<file path="src/rtl/core/i2cmbe_pkg.sv">
`default_nettype none
// ----------------------------------------------------------------------------
// i2cmbe_pkg
// Types, phase codes and constants shared by the I2C master byte engine.
// ----------------------------------------------------------------------------
package i2cmbe_pkg;

    localparam int TIMER_WIDTH_DEF = 16;

    localparam int CFG_IDX_W  = 1;
    localparam int CFG_DATA_W = 16;

    localparam logic [CFG_IDX_W-1:0] CFG_PHASE_TICKS = 1'd0;
    localparam logic [CFG_IDX_W-1:0] CFG_ACK_TIMEOUT = 1'd1;

    localparam logic [15:0] PHASE_TICKS_RST = 16'd100;
    localparam logic [7:0]  ACK_TIMEOUT_RST = 8'd250;

    localparam logic [2:0] OP_NONE  = 3'd0;
    localparam logic [2:0] OP_START = 3'd1;
    localparam logic [2:0] OP_STOP  = 3'd2;
    localparam logic [2:0] OP_WRITE = 3'd3;
    localparam logic [2:0] OP_READ  = 3'd4;

    localparam logic [4:0] PH_IDLE   = 5'd0;
    localparam logic [4:0] PH_ST_A   = 5'd1;
    localparam logic [4:0] PH_ST_B   = 5'd2;
    localparam logic [4:0] PH_ST_C   = 5'd3;
    localparam logic [4:0] PH_SP_A   = 5'd4;
    localparam logic [4:0] PH_SP_B   = 5'd5;
    localparam logic [4:0] PH_SP_C   = 5'd6;
    localparam logic [4:0] PH_W_SET  = 5'd7;
    localparam logic [4:0] PH_W_HIGH = 5'd8;
    localparam logic [4:0] PH_A_REL  = 5'd9;
    localparam logic [4:0] PH_A_HIGH = 5'd10;
    localparam logic [4:0] PH_A_POLL = 5'd11;
    localparam logic [4:0] PH_A_LOW  = 5'd12;
    localparam logic [4:0] PH_R_HIGH = 5'd13;
    localparam logic [4:0] PH_R_LOW  = 5'd14;
    localparam logic [4:0] PH_K_SET  = 5'd15;
    localparam logic [4:0] PH_K_HIGH = 5'd16;
    localparam logic [4:0] PH_K_LOW  = 5'd17;
    localparam logic [4:0] PH_K_REL  = 5'd18;

    localparam logic [3:0] BITS_PER_BYTE = 4'd8;

    typedef struct packed {
        logic [2:0] operation;
        logic [7:0] write_data;
        logic       send_ack;
        logic       sda_in;
    } t_in_item;

    typedef struct packed {
        logic       scl_out;
        logic       sda_out;
        logic       busy_res;
        logic       done_res;
        logic [7:0] read_data;
        logic       ack_failed;
    } t_out_item;

endpackage
`default_nettype wire

</file>
<file path="src/rtl/core/i2cmbe_stream_if.sv">
`default_nettype none
// ----------------------------------------------------------------------------
// i2cmbe_stream_if
// Valid/ready channel carrying one payload beat per handshake.
// ----------------------------------------------------------------------------
interface i2cmbe_stream_if #(
    parameter type T = logic
);
    logic valid;
    logic ready;
    T     data;

    modport source (output valid, output data, input ready);
    modport sink   (input valid, input data, output ready);
endinterface
`default_nettype wire

</file>
<file path="src/rtl/core/i2c_master_byte_engine.sv">
`default_nettype none
// ----------------------------------------------------------------------------
// i2c_master_byte_engine
// I2C master line sequencer advanced by one tick per input beat.
// ----------------------------------------------------------------------------
// Each input beat is one sequencer tick and yields exactly one result beat
// with the SCL/SDA drives and status after that tick. A beat is taken every
// cycle: the sequencer update is one pass of logic into the result register,
// and a new beat is accepted whenever the result register is empty or being
// drained in the same cycle. Commands (start, stop, write byte, read byte)
// are taken only on an idle tick; every other line phase lasts phase_ticks ticks
// (one tick when phase_ticks is zero) and the acknowledge poll after a written
// byte lasts up to ack_timeout + 1 ticks.
// ----------------------------------------------------------------------------
module i2c_master_byte_engine #(
    parameter int TIMER_WIDTH = i2cmbe_pkg::TIMER_WIDTH_DEF
) (
    input  wire                             i_clk,
    input  wire                             i_rst_n,
    i2cmbe_stream_if.sink                   i_in,
    i2cmbe_stream_if.source                 o_out,
    input  wire                             i_cfg_we,
    input  wire [i2cmbe_pkg::CFG_IDX_W-1:0] i_cfg_index,
    input  wire [i2cmbe_pkg::CFG_DATA_W-1:0] i_cfg_data
);
    import i2cmbe_pkg::*;

    localparam logic [31:0] TMAX = 32'((64'd1 << TIMER_WIDTH) - 64'd1);

    logic [15:0]            r_phase_ticks;
    logic [7:0]             r_ack_timeout;

    logic [4:0]             r_phase,  n_phase;
    logic [3:0]             r_bit,    n_bit;
    logic [TIMER_WIDTH-1:0] r_timer,  n_timer;
    logic [7:0]             r_shift,  n_shift;
    logic [7:0]             r_wait,   n_wait;
    logic                   r_ack,    n_ack;
    logic                   r_fail,   n_fail;
    logic                   r_scl,    n_scl;
    logic                   r_sda,    n_sda;
    logic [7:0]             r_rx,     n_rx;
    logic                   n_done;

    logic                   r_out_valid;
    t_out_item              r_out;

    logic                   w_accept;
    logic [15:0]            w_load16;
    logic [31:0]            w_load32;
    logic [TIMER_WIDTH-1:0] w_load;
    logic [3:0]             w_bit_inc;
    logic [8:0]             w_wait_inc;
    t_in_item               w_in;

    assign w_in      = i_in.data;
    assign i_in.ready = !r_out_valid || o_out.ready;
    assign w_accept  = i_in.valid && i_in.ready;

    assign o_out.valid = r_out_valid;
    assign o_out.data  = r_out;

    assign w_load16   = (r_phase_ticks == 16'd0) ? 16'd0 : r_phase_ticks - 16'd1;
    assign w_load32   = {16'd0, w_load16};
    assign w_load     = (w_load32 > TMAX) ? TMAX[TIMER_WIDTH-1:0]
                                          : w_load32[TIMER_WIDTH-1:0];
    assign w_bit_inc  = r_bit + 4'd1;
    assign w_wait_inc = {1'b0, r_wait} + 9'd1;

    always_ff @(posedge i_clk) begin
        if (!i_rst_n) begin
            r_phase_ticks <= PHASE_TICKS_RST;
            r_ack_timeout <= ACK_TIMEOUT_RST;
        end else if (i_cfg_we) begin
            case (i_cfg_index)
                CFG_PHASE_TICKS: r_phase_ticks <= i_cfg_data;
                CFG_ACK_TIMEOUT: r_ack_timeout <= i_cfg_data[7:0];
                default: ;
            endcase
        end
    end

    always_comb begin
        n_phase = r_phase;
        n_bit   = r_bit;
        n_timer = r_timer;
        n_shift = r_shift;
        n_wait  = r_wait;
        n_ack   = r_ack;
        n_fail  = r_fail;
        n_scl   = r_scl;
        n_sda   = r_sda;
        n_rx    = r_rx;
        n_done  = 1'b0;

        if (r_phase == PH_IDLE) begin
            n_timer = w_load;
            n_bit   = 4'd0;
            case (w_in.operation)
                OP_START: begin
                    n_phase = PH_ST_A;
                    n_scl   = 1'b1;
                    n_sda   = 1'b1;
                end
                OP_STOP: begin
                    n_phase = PH_SP_A;
                    n_sda   = 1'b0;
                end
                OP_WRITE: begin
                    n_fail  = 1'b0;
                    n_shift = w_in.write_data;
                    n_phase = PH_W_SET;
                    n_scl   = 1'b0;
                    n_sda   = w_in.write_data[7];
                end
                OP_READ: begin
                    n_ack   = w_in.send_ack;
                    n_shift = 8'd0;
                    n_phase = PH_R_HIGH;
                    n_scl   = 1'b1;
                    n_sda   = 1'b1;
                end
                default: begin
                    n_timer = r_timer;
                    n_bit   = r_bit;
                end
            endcase
        end else if (r_phase == PH_A_POLL) begin
            if (!w_in.sda_in || (w_wait_inc > {1'b0, r_ack_timeout})) begin
                n_fail  = r_fail | w_in.sda_in;
                n_phase = PH_A_LOW;
                n_scl   = 1'b0;
                n_sda   = 1'b1;
                n_timer = w_load;
            end else begin
                n_wait = w_wait_inc[7:0];
            end
        end else if (r_timer != '0) begin
            n_timer = r_timer - 1'b1;
        end else begin
            n_timer = w_load;
            case (r_phase)
                PH_ST_A: begin
                    n_phase = PH_ST_B; n_scl = 1'b1; n_sda = 1'b0;
                end
                PH_ST_B: begin
                    n_phase = PH_ST_C; n_scl = 1'b0; n_sda = 1'b0;
                end
                PH_SP_A: begin
                    n_phase = PH_SP_B; n_scl = 1'b1; n_sda = 1'b0;
                end
                PH_SP_B: begin
                    n_phase = PH_SP_C; n_scl = 1'b1; n_sda = 1'b1;
                end
                PH_W_SET: begin
                    n_phase = PH_W_HIGH; n_scl = 1'b1;
                end
                PH_W_HIGH: begin
                    n_shift = {r_shift[6:0], 1'b0};
                    n_bit   = w_bit_inc;
                    n_scl   = 1'b0;
                    if (w_bit_inc < BITS_PER_BYTE) begin
                        n_phase = PH_W_SET;
                        n_sda   = r_shift[6];
                    end else begin
                        n_phase = PH_A_REL;
                        n_sda   = 1'b1;
                    end
                end
                PH_A_REL: begin
                    n_phase = PH_A_HIGH; n_scl = 1'b1; n_sda = 1'b1;
                end
                PH_A_HIGH: begin
                    n_phase = PH_A_POLL;
                    n_wait  = 8'd0;
                    n_timer = r_timer;
                end
                PH_A_LOW: begin
                    if (r_fail) begin
                        n_phase = PH_SP_A; n_scl = 1'b0; n_sda = 1'b0;
                    end else begin
                        n_phase = PH_IDLE; n_done = 1'b1; n_timer = r_timer;
                    end
                end
                PH_R_HIGH: begin
                    n_shift = {r_shift[6:0], w_in.sda_in};
                    n_bit   = w_bit_inc;
                    n_phase = PH_R_LOW; n_scl = 1'b0; n_sda = 1'b1;
                end
                PH_R_LOW: begin
                    if (r_bit < BITS_PER_BYTE) begin
                        n_phase = PH_R_HIGH; n_scl = 1'b1; n_sda = 1'b1;
                    end else begin
                        n_rx    = r_shift;
                        n_phase = PH_K_SET; n_scl = 1'b0; n_sda = !r_ack;
                    end
                end
                PH_K_SET: begin
                    n_phase = PH_K_HIGH; n_scl = 1'b1;
                end
                PH_K_HIGH: begin
                    n_phase = PH_K_LOW; n_scl = 1'b0;
                end
                PH_K_LOW: begin
                    if (r_ack) begin
                        n_phase = PH_K_REL; n_scl = 1'b0; n_sda = 1'b1;
                    end else begin
                        n_phase = PH_IDLE; n_done = 1'b1; n_timer = r_timer;
                    end
                end
                default: begin
                    n_phase = PH_IDLE; n_done = 1'b1; n_timer = r_timer;
                end
            endcase
        end
    end

    always_ff @(posedge i_clk) begin
        if (!i_rst_n) begin
            r_phase     <= PH_IDLE;
            r_bit       <= 4'd0;
            r_timer     <= '0;
            r_shift     <= 8'd0;
            r_wait      <= 8'd0;
            r_ack       <= 1'b0;
            r_fail      <= 1'b0;
            r_scl       <= 1'b1;
            r_sda       <= 1'b1;
            r_rx        <= 8'd0;
            r_out_valid <= 1'b0;
        end else begin
            if (w_accept) begin
                r_phase <= n_phase;
                r_bit   <= n_bit;
                r_timer <= n_timer;
                r_shift <= n_shift;
                r_wait  <= n_wait;
                r_ack   <= n_ack;
                r_fail  <= n_fail;
                r_scl   <= n_scl;
                r_sda   <= n_sda;
                r_rx    <= n_rx;
            end
            if (w_accept) begin
                r_out_valid <= 1'b1;
            end else if (o_out.ready) begin
                r_out_valid <= 1'b0;
            end
        end
    end

    always_ff @(posedge i_clk) begin
        if (w_accept) begin
            r_out.scl_out    <= n_scl;
            r_out.sda_out    <= n_sda;
            r_out.busy_res   <= (n_phase != PH_IDLE);
            r_out.done_res   <= n_done;
            r_out.read_data  <= n_rx;
            r_out.ack_failed <= n_fail;
        end
    end

endmodule
`default_nettype wire

</file>
<file path="src/flat_wrapper.sv">
// flat-port wrapper written by rule: the top's interface ports become plain ports
module i2c_master_byte_engine_flat import i2cmbe_pkg::*;
#(
    parameter int TIMER_WIDTH = i2cmbe_pkg::TIMER_WIDTH_DEF
)
  (i_clk, i_rst_n, i_cfg_we, i_cfg_index, i_cfg_data, i_in_valid, i_in_data, i_in_ready, o_out_valid, o_out_data, o_out_ready);
  i2cmbe_stream_if #(.T(t_in_item)) i_in_i ();
  i2cmbe_stream_if #(.T(t_out_item)) o_out_i ();
  input  wire i_clk;
  input  wire i_rst_n;
  input  wire i_cfg_we;
  input  wire [i2cmbe_pkg::CFG_IDX_W-1:0] i_cfg_index;
  input  wire [i2cmbe_pkg::CFG_DATA_W-1:0] i_cfg_data;
  input wire logic [$bits(i_in_i.valid)-1:0] i_in_valid;
  input wire logic [$bits(i_in_i.data)-1:0] i_in_data;
  output wire logic [$bits(i_in_i.ready)-1:0] i_in_ready;
  output wire logic [$bits(o_out_i.valid)-1:0] o_out_valid;
  output wire logic [$bits(o_out_i.data)-1:0] o_out_data;
  input wire logic [$bits(o_out_i.ready)-1:0] o_out_ready;
  assign i_in_i.valid = i_in_valid;
  assign i_in_i.data = i_in_data;
  assign i_in_ready = i_in_i.ready;
  assign o_out_valid = o_out_i.valid;
  assign o_out_data = o_out_i.data;
  assign o_out_i.ready = o_out_ready;
  i2c_master_byte_engine #(.TIMER_WIDTH(TIMER_WIDTH)) u_core (.i_clk(i_clk), .i_rst_n(i_rst_n), .i_in(i_in_i), .o_out(o_out_i), .i_cfg_we(i_cfg_we), .i_cfg_index(i_cfg_index), .i_cfg_data(i_cfg_data));
endmodule
</file>
<file path="config.mk">
export PLATFORM = sky130hd
export DESIGN_NAME = i2c_master_byte_engine_flat
export DESIGN_NICKNAME = d
export VERILOG_FILES = /design/src/rtl/core/i2cmbe_pkg.sv /design/src/rtl/core/i2cmbe_stream_if.sv /design/src/rtl/core/i2c_master_byte_engine.sv /design/src/flat_wrapper.sv
export SDC_FILE = /design/constraint.sdc
export NUM_CORES = 1
export LEC_CHECK = 0
export BUFFER_PORTS_ARGS = -buffer_cell sky130_fd_sc_hd__buf_2
export CAP_MARGIN = 30
export CORE_MARGIN = 3
export CORE_UTILIZATION = 45
export DETAILED_ROUTE_END_ITERATION = 10
export PLACE_DENSITY = 0.65
export SYNTH_ARGS = -nofsm -noshare
export SYNTH_HDL_FRONTEND = slang
export SYNTH_SLANG_ARGS = --single-unit
</file>
<file path="constraint.sdc">
create_clock -name i_clk -period 3.1 [get_ports i_clk]
set_clock_uncertainty 0.2 [all_clocks]
set_input_delay 0.775 -clock i_clk [delete_from_list [all_inputs] [get_ports i_clk]]
set_output_delay 0.775 -clock i_clk [all_outputs]
set_load 0.005 [all_outputs]
</file>
# After elaboration in Yosys (flattened, before gate mapping)
# Cells that the tools add are included.
# op_classes
n_addsub	4
order_cmp	4
n_eq_ne	28
mux	67
n_bitwise	3
n_reduce_logical	32
# op_table
operator	count
$mux W16	9
$mux W8	12
$pmux W5 S14	1
$pmux W16 S3	1
$eq A5 B4 Y1 const B	8
$pmux W8 S2	2
$sub A16 B1 Y16 const B	2
$mux W5	5
$mux W4	6
$mux W1	23
$pmux W5 S4	1
$gt A16 B16 Y1 const B	1
$logic_not A16 Y1	1
$reduce_bool A16 Y1	1
$eq A5 B3 Y1 const B	3
$reduce_and A5 Y1	3
$reduce_or A12 Y1	1
$reduce_or A11 Y1	1
$eq A5 B5 Y1 const B	2
$ne A5 B1 Y1 const B	2
$add A8 B1 Y9 const B	1
$gt A9 B8 Y1	1
$reduce_or A3 Y1	3
$lt A4 B4 Y1 const B	2
32 further kinds	46
# totals
regBits	91
elab_cells	157

# Logic depth before layout (Yosys ltp)
# Gate-level depths: netlist of the first run.
# depth
ltp_word	9
depth_mapped	14
depth_no_buf	13

# Least setup slack after synthesis of the first run
# OpenSTA, ideal clock, no wires.
# synth_path
path_type	reg2reg
startpoint	reg u_core.r_wait[0]
endpoint	reg u_core.r_wait[5]
arrival_ns	2.861
required_ns	2.826
path_slack_ns	-0.035
stages_incl_launch_ff	12
n_path_buf	0
synth_period_minus_slack_ns	3.135
path_cell_list	dfxtp_1 ha_1 nand3_1 or2_2 xnor2_1 ha_1 a211oi_1 o21ai_0 o21ai_0 nand2b_1 or4_1 a31oi_1
# synth_between
elab_chain_cells	5
word_cells_on_any_way	7
cone_classes	add/sub (1); order compare (1); eq/ne (1); mux (2); reduce/logical (2)
# synth_rtl
element	line_no	text
start, declared	i2c_master_byte_engine.sv:37	logic [7:0] r_wait, n_wait;
start signal, assigned	i2c_master_byte_engine.sv:237	r_wait <= n_wait;
$add A8 B1 Y9 (*)	i2c_master_byte_engine.sv:68	assign w_wait_inc = {1'b0, r_wait} + 9'd1;
$gt A9 B8 Y1	i2c_master_byte_engine.sv:129	if (!w_in.sda_in || (w_wait_inc > {1'b0, r_ack_timeout})) begin
$logic_or A1 B1 Y1	i2c_master_byte_engine.sv:129	
$ne A2 B2 Y1 (no source line)	n/a	
$reduce_and A5 Y1 (no source line)	n/a	
# Every way passes the cells marked *; elsewhere a longest branch is shown, timed or not. The select of a mux whose other input is x is not followed.
# A chain may end at the register's enable or synchronous reset.

# Worst setup path after layout of the first run
# layout_path
startpoint	reg u_core.r_wait[0]
endpoint	reg u_core.r_wait[6]
# The elaborated chain is that of the path after synthesis.

==> results of run 1 <==
## timing repair
| item | 4_1_cts | 5_1_grt |
|---|---|---|
| endpoints found under the setup margin | 4 | 32 |
| gates resized for setup | 1 | 29 |
| setup buffers | 0 | 3 |
| pin swaps | 0 | 14 |
| gates cloned | 0 | 1 |
## metal layers
metal,up-vias,share of wire (%),track usage (%)
li1,2738,-,-
met1,2593,45,28.7
met2,184,47,36.6
met3,23,6.9,5.22
met4,0,2.0,7.02
met5,-,0,0
## layout by cell type (no fill, tap or decap), drive strengths merged, types with 13 or more instances in the layout
cell,instances
o311ai,13
edfxtp,13
nand2,95
buf,95
inv,27
o31ai,14
nor3,21
a21oi,47
o211ai,17
a31oi,13
nor2,52
nor4,18
dfxtp,78
xnor2,13
o21ai,27
nand3,29
## final timing paths
path / startpoint / to / depth (start not counted)
max: u_core.r_wait[0] / u_core.r_wait[6] / 14
min: u_core.r_ack_timeout[2] / u_core.r_ack_timeout[2] / 2
max reg2reg: u_core.r_wait[0] / u_core.r_wait[6] / 14
min reg2reg: u_core.r_ack_timeout[2] / u_core.r_ack_timeout[2] / 2
## worst max-delay path: cells and delay by family, from the launching register on
kind | cells | cell delay [ns]
buffers and inverters | 3 | 0.29
AND/OR/NAND/NOR | 6 | 1.05
adder cells (fa/ha/maj) | 1 | 0.33
AO/OA/AOI/OAI | 3 | 0.51
flip-flops | 1 | 0.35
XOR/XNOR | 1 | 0.14
## sequential cells by signal (all words and copies together) (netlist names), 5 cells and up
register and cells:
u_core.o_out.data 13, u_core.r_ack_timeout 8, u_core.r_phase 5, u_core.r_phase_ticks 16, u_core.r_rx 8, u_core.r_shift 8
u_core.r_timer 16, u_core.r_wait 8
## cell families after synthesis
group	after synthesis	synth area share [%]
AOI/OAI and AO/OA	200	24.7
buffers and inverters	74	6.06
and+or+nand+nor	284	25.6
DFF	91	34.2
adders and majority gates	12	2.63
muxes	20	3.69
xor gates and xnor gates	20	3.07
## layout make-up
type / instances / area share, %
clock inverter: 6 / 0.971
tap: 168 / 3.14
multi-input combinational: 536 / 52.2
clock buffer: 10 / 3.42
timing repair buffer: 96 / 9.54
inverter: 27 / 1.51
sequential: 91 / 29.2
## per-stage QoR
stage / setup WS (ns) / std cells / util, % / hold WS (ns) / total power [mW]
floorplan: 0.0419 / 701 / - / 0.236 / 3.30
global placement: 0.113 / 914 / 51.4 / 0.251 / 4.03
detailed placement: -0.0312 / 914 / 51.4 / 0.273 / 4.05
CTS: -0.0249 / 930 / 53.8 / 0.283 / 5.17
global route: -0.0473 / 934 / 54.9 / 0.303 / 5.52
finish: 0.158 / 934 / 54.9 / 0.276 / 5.19
## power groups by stage
stage | Combinational (mW) | Clock [mW] | Sequential (mW)
2_1_floorplan | 1.78 | 0 | 1.52
3_3_place_gp | 2.44 | 0 | 1.59
3_5_place_dp | 2.45 | 0 | 1.59
4_1_cts | 2.47 | 1.13 | 1.57
5_1_grt | 2.74 | 1.18 | 1.60
6_report | 2.51 | 1.11 | 1.57
==> flow_metrics.env, run 1 <==
export IMPL_tns_ns=0
export IMPL_ys_seq_elements=91
export IMPL_fin_nets=808
export IMPL_seq_area_um2=1960
export IMPL_multi_input_area_um2=3500
export IMPL_synth_common_cells="nand2_1 (93), dfxtp_1 (78), nor2_1 (52)"
export IMPL_netlist_area_leader_share_pct=27.4
export IMPL_reg2reg_slack_ns=0.16
export IMPL_dp_hpwl_um=11500
export IMPL_drtPass1Iterations=5
export IMPL_cts_made_buffers=9
export IMPL_cts_max_path_buffers=2
export IMPL_syn_nets=748
export IMPL_tightest_slew_ns=0.944
export IMPL_ys_flop_type="dfxtp_1"
export IMPL_final_min_clock_period_ns=2.94
export IMPL_grt_use_total_pct=22.2
export IMPL_status="completed"
export IMPL_clkSlewWorstSetupHoldPaths_ns=0.07
export IMPL_grt_ovfl_total=0
export IMPL_stdcell_area_um2=6700
export IMPL_power_density_nw_per_um2=774
export IMPL_cp_end_kind="flip-flop"
export IMPL_worstSkewPairLatency_ns=0.36
export IMPL_critPathRequiredTime_ns=3.18
export IMPL_wire_per_inst_um=17.1
export IMPL_switching_share_pct=42.0
export IMPL_die_y_um=119
export IMPL_cts_sinks=91
export IMPL_syn_area_um2=5700
export IMPL_hp_class="reg -> reg"
export IMPL_h_tree_depth=3
export IMPL_drt_iter0_drc=412
export IMPL_setup_violations=0
export IMPL_vias_per_cell=5.93
export IMPL_avgSynthCellArea_um2=8.14
export IMPL_slew_violations=0
export IMPL_start_kind="flip-flop"
export IMPL_antenna_found_initial=0
export IMPL_synth_cells=701
export IMPL_hold_violations=0
export IMPL_drt_total_wl_um=15900
export IMPL_synth_top_area_cell="dfxtp_1"
export IMPL_dpl_instance_area_um2=6270
export IMPL_min_period_over_period_pct=94.9
export IMPL_die_area_um2=14100
export IMPL_cp_max_fo=4
export IMPL_port_buffers=49
export IMPL_path_common_cell="inv_1"
export IMPL_num_rows=40
export IMPL_max_vdd_ir_drop_mv=0.368
export IMPL_cts_root_buf="clkbuf_16"
export IMPL_pwr_share_comb_pct=48.4
export IMPL_seq_area_frac_synth_pct=34.2
export IMPL_antenna_left=0
export IMPL_async_reset_ff_share_pct=0
export IMPL_max_freq_mhz=340
export IMPL_grt_max_degree=35
export IMPL_critical_path_max_stage_delay_ns=0.51
export IMPL_ys_top_cells_by_area="dfxtp_1 (27%), edfxtp_1 (6.8%), nand2_1 (6.1%), a21oi_1 (4.1%), nor2_1 (3.4%)"
export IMPL_seqPwrFrac_pct=30.3
export IMPL_p_int_mw=3.01
export IMPL_grt_pass1_wl_um=25700
export IMPL_cts_tree="yes"
export IMPL_ys_types=85
export IMPL_vias=5538
export IMPL_die_width_um=119
export IMPL_yosysMostFrequentCell="nand2_1"
export IMPL_start_util_pct=46.7
export IMPL_layout_drive_gt1_share_pct=22.8
export IMPL_grt_pass1_vias=5233
export IMPL_io_pins=50
export IMPL_area_growth_pct=17.6
export IMPL_switching_power_mw=2.18
export IMPL_antenna_cells=0
export IMPL_cpMaxStageDelayCell="or4_1"
export IMPL_fp_coreArea_um2=12200
export IMPL_clkPwrFrac_pct=21.3
export IMPL_drcViolationCount=0
export IMPL_worstPathArrival_ns=3.03
export IMPL_nFillCells=1144
export IMPL_crit_chain="buf_4 > nand3_1 > inv_1 > nand3_2 > nor2_2 > xnor2_2 > inv_1 > ha_2 > nand4_1 > o22a_1 > o21ai_2 > nand2b_1 > or4_1 > a31oi_1"
export IMPL_critPathKind="reg -> reg"
export IMPL_gp_congestion=0.972
export IMPL_ys_warnings_count=0
export IMPL_cts_hold_buf=0
export IMPL_slew_headroom_pct=36.9
export IMPL_drv_cap=0
export IMPL_leakage_nw=2.64
export IMPL_synth_edf_count=13
(Power assumes the default switching activity.)
==> run 2: changes to the inputs <==
REMOVE_ABC_BUFFERS = 1   (was not set)
==> flow_metrics.env, run 2 (synthesized netlist as in run 1, its figures left out) <==
export IMPL_power_mw=5.10
export IMPL_fin_nets=806
export IMPL_critical_path_max_stage_delay_ns=0.34
export IMPL_drt_iter0_drc=455
export IMPL_slew_headroom_pct=33.2
export IMPL_final_common_cell="nand2_1"
export IMPL_critical_path_top_delay_family="simple AND/OR/NAND/NOR gates"
export IMPL_drt_total_wl_um=15800
export IMPL_gp_congestion=0.934
export IMPL_antenna_left=0
export IMPL_start_kind="flip-flop"
export IMPL_critPathRequiredTime_ns=2.98
export IMPL_final_cells=932
export IMPL_worstSkewPairLatency_ns=0.35
export IMPL_die_area_um2=14100
export IMPL_grtUsageMet1_pct=29.3
export IMPL_hp_class="reg -> reg"
export IMPL_h_tree_depth=3
export IMPL_cts_root_buf="clkbuf_16"
export IMPL_power_density_nw_per_um2=768
export IMPL_wire_per_inst_um=17.0
export IMPL_cp_end_kind="flip-flop"
export IMPL_max_vdd_ir_drop_mv=0.428
export IMPL_drtPass1Iterations=5
export IMPL_cts_hold_buf=0
export IMPL_final_cell_mix="nand2_1 (93), dfxtp_1 (76), nor2_1 (52), buf_2 (49), a21oi_1 (46)"
export IMPL_vias_per_cell=5.98
export IMPL_max_freq_mhz=339
export IMPL_start_util_pct=46.7
export IMPL_final_min_clock_period_ns=2.95
export IMPL_worstPathBufferInverterCount=1
export IMPL_die_width_um=119
export IMPL_clkSlewWorstSetupHoldPaths_ns=0.06
export IMPL_crit_chain="ha_2 > nand3_1 > or2_4 > xnor2_4 > ha_4 > nand4_1 > a21oi_2 > o21a_1 > nor2_1 > buf_12 > a31oi_1 > nand3_1"
export IMPL_drv_cap=0
export IMPL_cts_made_buffers=9
export IMPL_grt_max_degree=35
export IMPL_min_period_over_period_pct=95.1
export IMPL_worstPathArrival_ns=2.83
export IMPL_cts_sinks=91
export IMPL_port_buffers=49
export IMPL_use_met2_pct=37.5
export IMPL_num_rows=40
export IMPL_drcViolationCount=0
export IMPL_setup_violations=0
export IMPL_hold_violations=0
export IMPL_critPathKind="reg -> reg"
export IMPL_antenna_cells=0
export IMPL_cts_max_path_buffers=2
export IMPL_path_common_cell="nand3_1"
export IMPL_leakage_nw=2.62
export IMPL_slew_violations=0
export IMPL_layout_drive_gt1_share_pct=21.2
export IMPL_tightest_slew_ns=0.999
export IMPL_fp_coreArea_um2=12200
export IMPL_cp_max_fo=21
export IMPL_dp_hpwl_um=11400
export IMPL_cpMaxStageDelayCell="dfxtp_1"
export IMPL_grt_pass1_wl_um=26200
export IMPL_dp_cells=914
export IMPL_grt_util_met3_pct=3.83
export IMPL_io_pins=50
export IMPL_grt_use_total_pct=22.7
export IMPL_antenna_found_initial=0
export IMPL_grt_ovfl_total=0
export IMPL_vias=5569
export IMPL_busiest_layer="met2"
export IMPL_status="completed"
export IMPL_grt_pass1_vias=5316
export IMPL_area_growth_pct=16.4
export IMPL_die_y_um=119
export IMPL_cts_tree="yes"
## run 2: cell types whose count changed in the layout (fill, tap and decap cells not counted), sizes merged
cell / delta
buf: -1
bufinv: -1
## run 2: tightest hold or removal path: stages (launching register included)
cell and delay [ns]:
dfxtp_1 0.31, nand2_1 0.05, a21oi_1 0.05
## run 2: area by class of cell
class                           count  area (um2)
Clock buffer                       11         254
Inverter                           27         101
Timing Repair Buffer               94         621
Fill cell                        1193        5570
Tap cell                          168         210
Sequential cell                    91        1950
Multi-Input combinational cell    536        3460
Clock inverter                      5        35.0
## run 2: metal layers
metal / vias to the layer above / wire [um] / part of all wire [%]
met2: 176 / 7550 / 48
met1: 2632 / 7120 / 45
met5: - / 0 / 0
met3: 22 / 806 / 5.1
met4: 0 / 344 / 2.2
li1: 2739 / - / -
## run 2: stage by stage
stage          hold slack, ns  util (%)  area, um2  setup TNS, ns  setup slack (ns)
2_1_floorplan           0.236         -       5460          -5.11            -0.396
3_5_place_dp            0.248      51.4       6270          -1.21            -0.141
5_1_grt                 0.291      54.4       6640        -0.0143          -0.00801
4_1_cts                 0.257      53.9       6580       -0.00447          -0.00447
6_report                0.256      54.4       6640              0             0.153
3_3_place_gp            0.255      51.4       6270       -0.00912          -0.00568
## run 2: final timing paths
| kind | startpoint | end | slack [ns] | depth (start not counted) |
|---|---|---|---|---|
| setup / recovery | u_core.r_wait[0] | u_core.o_out.data[10] | 0.15 | 12 |
| hold / removal | u_core.r_ack_timeout[2] | u_core.r_ack_timeout[2] | 0.26 | 2 |
| setup reg to reg | u_core.r_wait[0] | u_core.o_out.data[10] | 0.15 | 12 |
| hold reg to reg | u_core.r_ack_timeout[2] | u_core.r_ack_timeout[2] | 0.26 | 2 |
## run 2: timing repair
action                                  in CTS  in global routing
endpoints found under the hold margin        0                  0
resized for setup                            5                 11
pin swaps                                    1                  4
endpoints found under the setup margin      21                 26
buffers inserted                             1                  1
## run 2: where the power goes
part           switching [mW]  total [mW]  internal [mW]
clock network           0.474        1.07          0.594
registers               0.183        1.56           1.37
logic                    1.49        2.48          0.989
==> run 3: changes to the inputs <==
GPL_TIMING_DRIVEN = 0   (was not set)
==> flow_metrics.env, run 3 (synthesized netlist as in run 1, its figures left out) <==
export IMPL_status="completed"
export IMPL_worstSkewPairLatency_ns=0.35
export IMPL_critPathKind="reg -> reg"
export IMPL_start_kind="flip-flop"
export IMPL_hold_violations=0
export IMPL_port_buffers=49
export IMPL_drcViolationCount=0
export IMPL_antenna_cells=0
export IMPL_rsz0062_at_grt="true"
export IMPL_worstPathArrival_ns=3.08
export IMPL_critPathRequiredTime_ns=3.16
export IMPL_nFillCells=1210
export IMPL_drv_cap=0
export IMPL_area_growth_pct=15.8
export IMPL_cts_sinks=91
export IMPL_final_cell_mix="nand2_1 (91), dfxtp_1 (70), nor2_1 (50), buf_2 (50), a21oi_1 (45)"
export IMPL_pwr_share_comb_pct=45.8
export IMPL_tns_ns=0
export IMPL_max_freq_mhz=331
export IMPL_grt_pass1_wl_um=25500
export IMPL_max_vdd_ir_drop_mv=0.300
export IMPL_post_place_ws_ns=-0.673
export IMPL_slew_violations=0
export IMPL_num_rows=40
export IMPL_layout_drive_gt1_share_pct=21.4
export IMPL_leakage_nw=2.52
export IMPL_io_pins=50
export IMPL_hp_class="reg -> reg"
export IMPL_antenna_left=0
export IMPL_final_cells=905
export IMPL_switching_share_pct=42.0
export IMPL_power_density_nw_per_um2=764
export IMPL_switching_power_mw=2.12
export IMPL_grt_max_degree=55
export IMPL_seqPwrFrac_pct=32.3
export IMPL_final_min_clock_period_ns=3.02
export IMPL_h_tree_depth=3
export IMPL_antenna_found_initial=0
export IMPL_clkPwrFrac_pct=21.9
export IMPL_p_int_mw=2.92
export IMPL_drtPass1Iterations=5
export IMPL_tightest_slew_ns=1.01
export IMPL_slew_headroom_pct=32.7
export IMPL_hold_depth=2
export IMPL_multi_input_area_um2=3600
export IMPL_cp_max_fo=12
export IMPL_wire_per_inst_um=17.2
export IMPL_cp_end_kind="flip-flop"
export IMPL_start_util_pct=46.7
export IMPL_final_setup_worst_slack_ns=0.0822
export IMPL_fin_util_pct=54.1
export IMPL_r2r_end="u_core.r_timer[0]"
export IMPL_reg2reg_slack_ns=0.08
export IMPL_setup_violations=0
export IMPL_dp_hpwl_um=10600
export IMPL_grt_pass1_vias=5084
export IMPL_drt_iter0_drc=465
export IMPL_drt_total_wl_um=15600
export IMPL_vias_per_cell=6.02
export IMPL_fp_coreArea_um2=12200
export IMPL_seq_area_um2=1970
export IMPL_die_y_um=119
export IMPL_clkSlewWorstSetupHoldPaths_ns=0.06
export IMPL_die_width_um=119
export IMPL_gp_congestion=0.939
export IMPL_cts_tree="yes"
export IMPL_cts_max_path_buffers=2
export IMPL_final_common_cell="nand2_1"
export IMPL_grt_use_total_pct=21.9
export IMPL_worstRegToRegCells=12
export IMPL_die_area_um2=14100
export IMPL_cts_made_buffers=9
export IMPL_min_from="u_core.r_ack_timeout[2]"
export IMPL_cts_root_buf="clkbuf_16"
export IMPL_dp_cells=875
export IMPL_power_mw=5.04
export IMPL_r2r_start="u_core.r_wait[0]"
export IMPL_min_period_over_period_pct=97.3
export IMPL_grt_ovfl_total=0
export IMPL_min_to="u_core.r_ack_timeout[2]"
export IMPL_vias=5452
export IMPL_fin_nets=779
==> run 3: cell count changes in the layout (fill, tap and decap cells not counted), moves of 2 or more <==
cell,change
nand3_4,+3
buf_4,-31
buf_6,+2
dfxtp_1,-6
dfxtp_4,+5
nand2_1,-2
nand2_2,+2
nor2_1,-2
o311ai_2,+2
nand3_1,-3
==> run 3: critical path: stages (launching register included) <==
cell      delay, ns
dfxtp_4        0.37
ha_4           0.16
nand3_4        0.10
or2_4          0.27
xnor2_2        0.13
ha_1           0.34
nand4_1        0.14
o22a_1         0.19
o21a_1         0.22
nor2_4         0.09
buf_6          0.15
o31a_1         0.30
a311oi_2       0.24
==> run 3: timing repair <==
item | 4_1_cts | 5_1_grt
endpoints found under the hold margin | 0 | 0
setup buffers | 6 | 6
pin swaps | 5 | 7
resized for setup | 30 | 27
hold buffers | 0 | 0
cloned | 0 | 1
setup endpoints to repair | 56 | 45
==> run 3: per-layer routing <==
metal | part of all wire [%] | wire length (um) | global-route usage (%) | vias to the layer above
li1 | - | - | - | 2686
met1 | 45 | 7080 | 29.6 | 2583
met2 | 47 | 7270 | 34.7 | 162
met3 | 5.6 | 873 | 3.44 | 21
met4 | 2.2 | 335 | 9.56 | 0
met5 | 0 | 0 | 0 | -
==> run 3: power groups by stage <==
stage	Clock (mW)	Combinational (mW)	Sequential, mW
6_report	1.10	2.31	1.63
4_1_cts	1.13	2.22	1.62
3_5_place_dp	0	2.13	1.64
5_1_grt	1.18	2.55	1.66
2_1_floorplan	0	1.59	1.58
3_3_place_gp	0	2.07	1.64
==> run 3: worst max path at each step <==
stage	cells past startpoint	slack [ns]	endpoint	from
finish	12	0.08	u_core.r_timer[0]	u_core.r_wait[0]
global route	12	-0.02	u_core.r_timer[0]	u_core.r_wait[0]
CTS	8	-0.01	u_core.r_wait[4]	o_out_ready
detailed placement	11	-0.67	u_core.r_wait[4]	u_core.r_wait[0]
global placement	11	-1.26	u_core.r_wait[2]	u_core.r_wait[0]
floorplan	11	-0.40	u_core.r_wait[2]	u_core.r_wait[0]
==> run 3: final cells by class <==
cell class                 count  share of cell area, %
multi-input combinational    536                   54.5
sequential                    91                   29.9
timing repair buffer          66                   6.22
clock buffer                  11                   3.68
tap                          168                   3.18
inverter                      27                   1.61
clock inverter                 5                  0.796
timing repair inverter         1                 0.0758
==> run 3: metrics by stage <==
step	hold slack (ns)	instance area, um2
global route	0.303	6600
CTS	0.268	6400
finish	0.265	6600
floorplan	0.236	5460
detailed placement	0.257	5960
global placement	0.251	5910
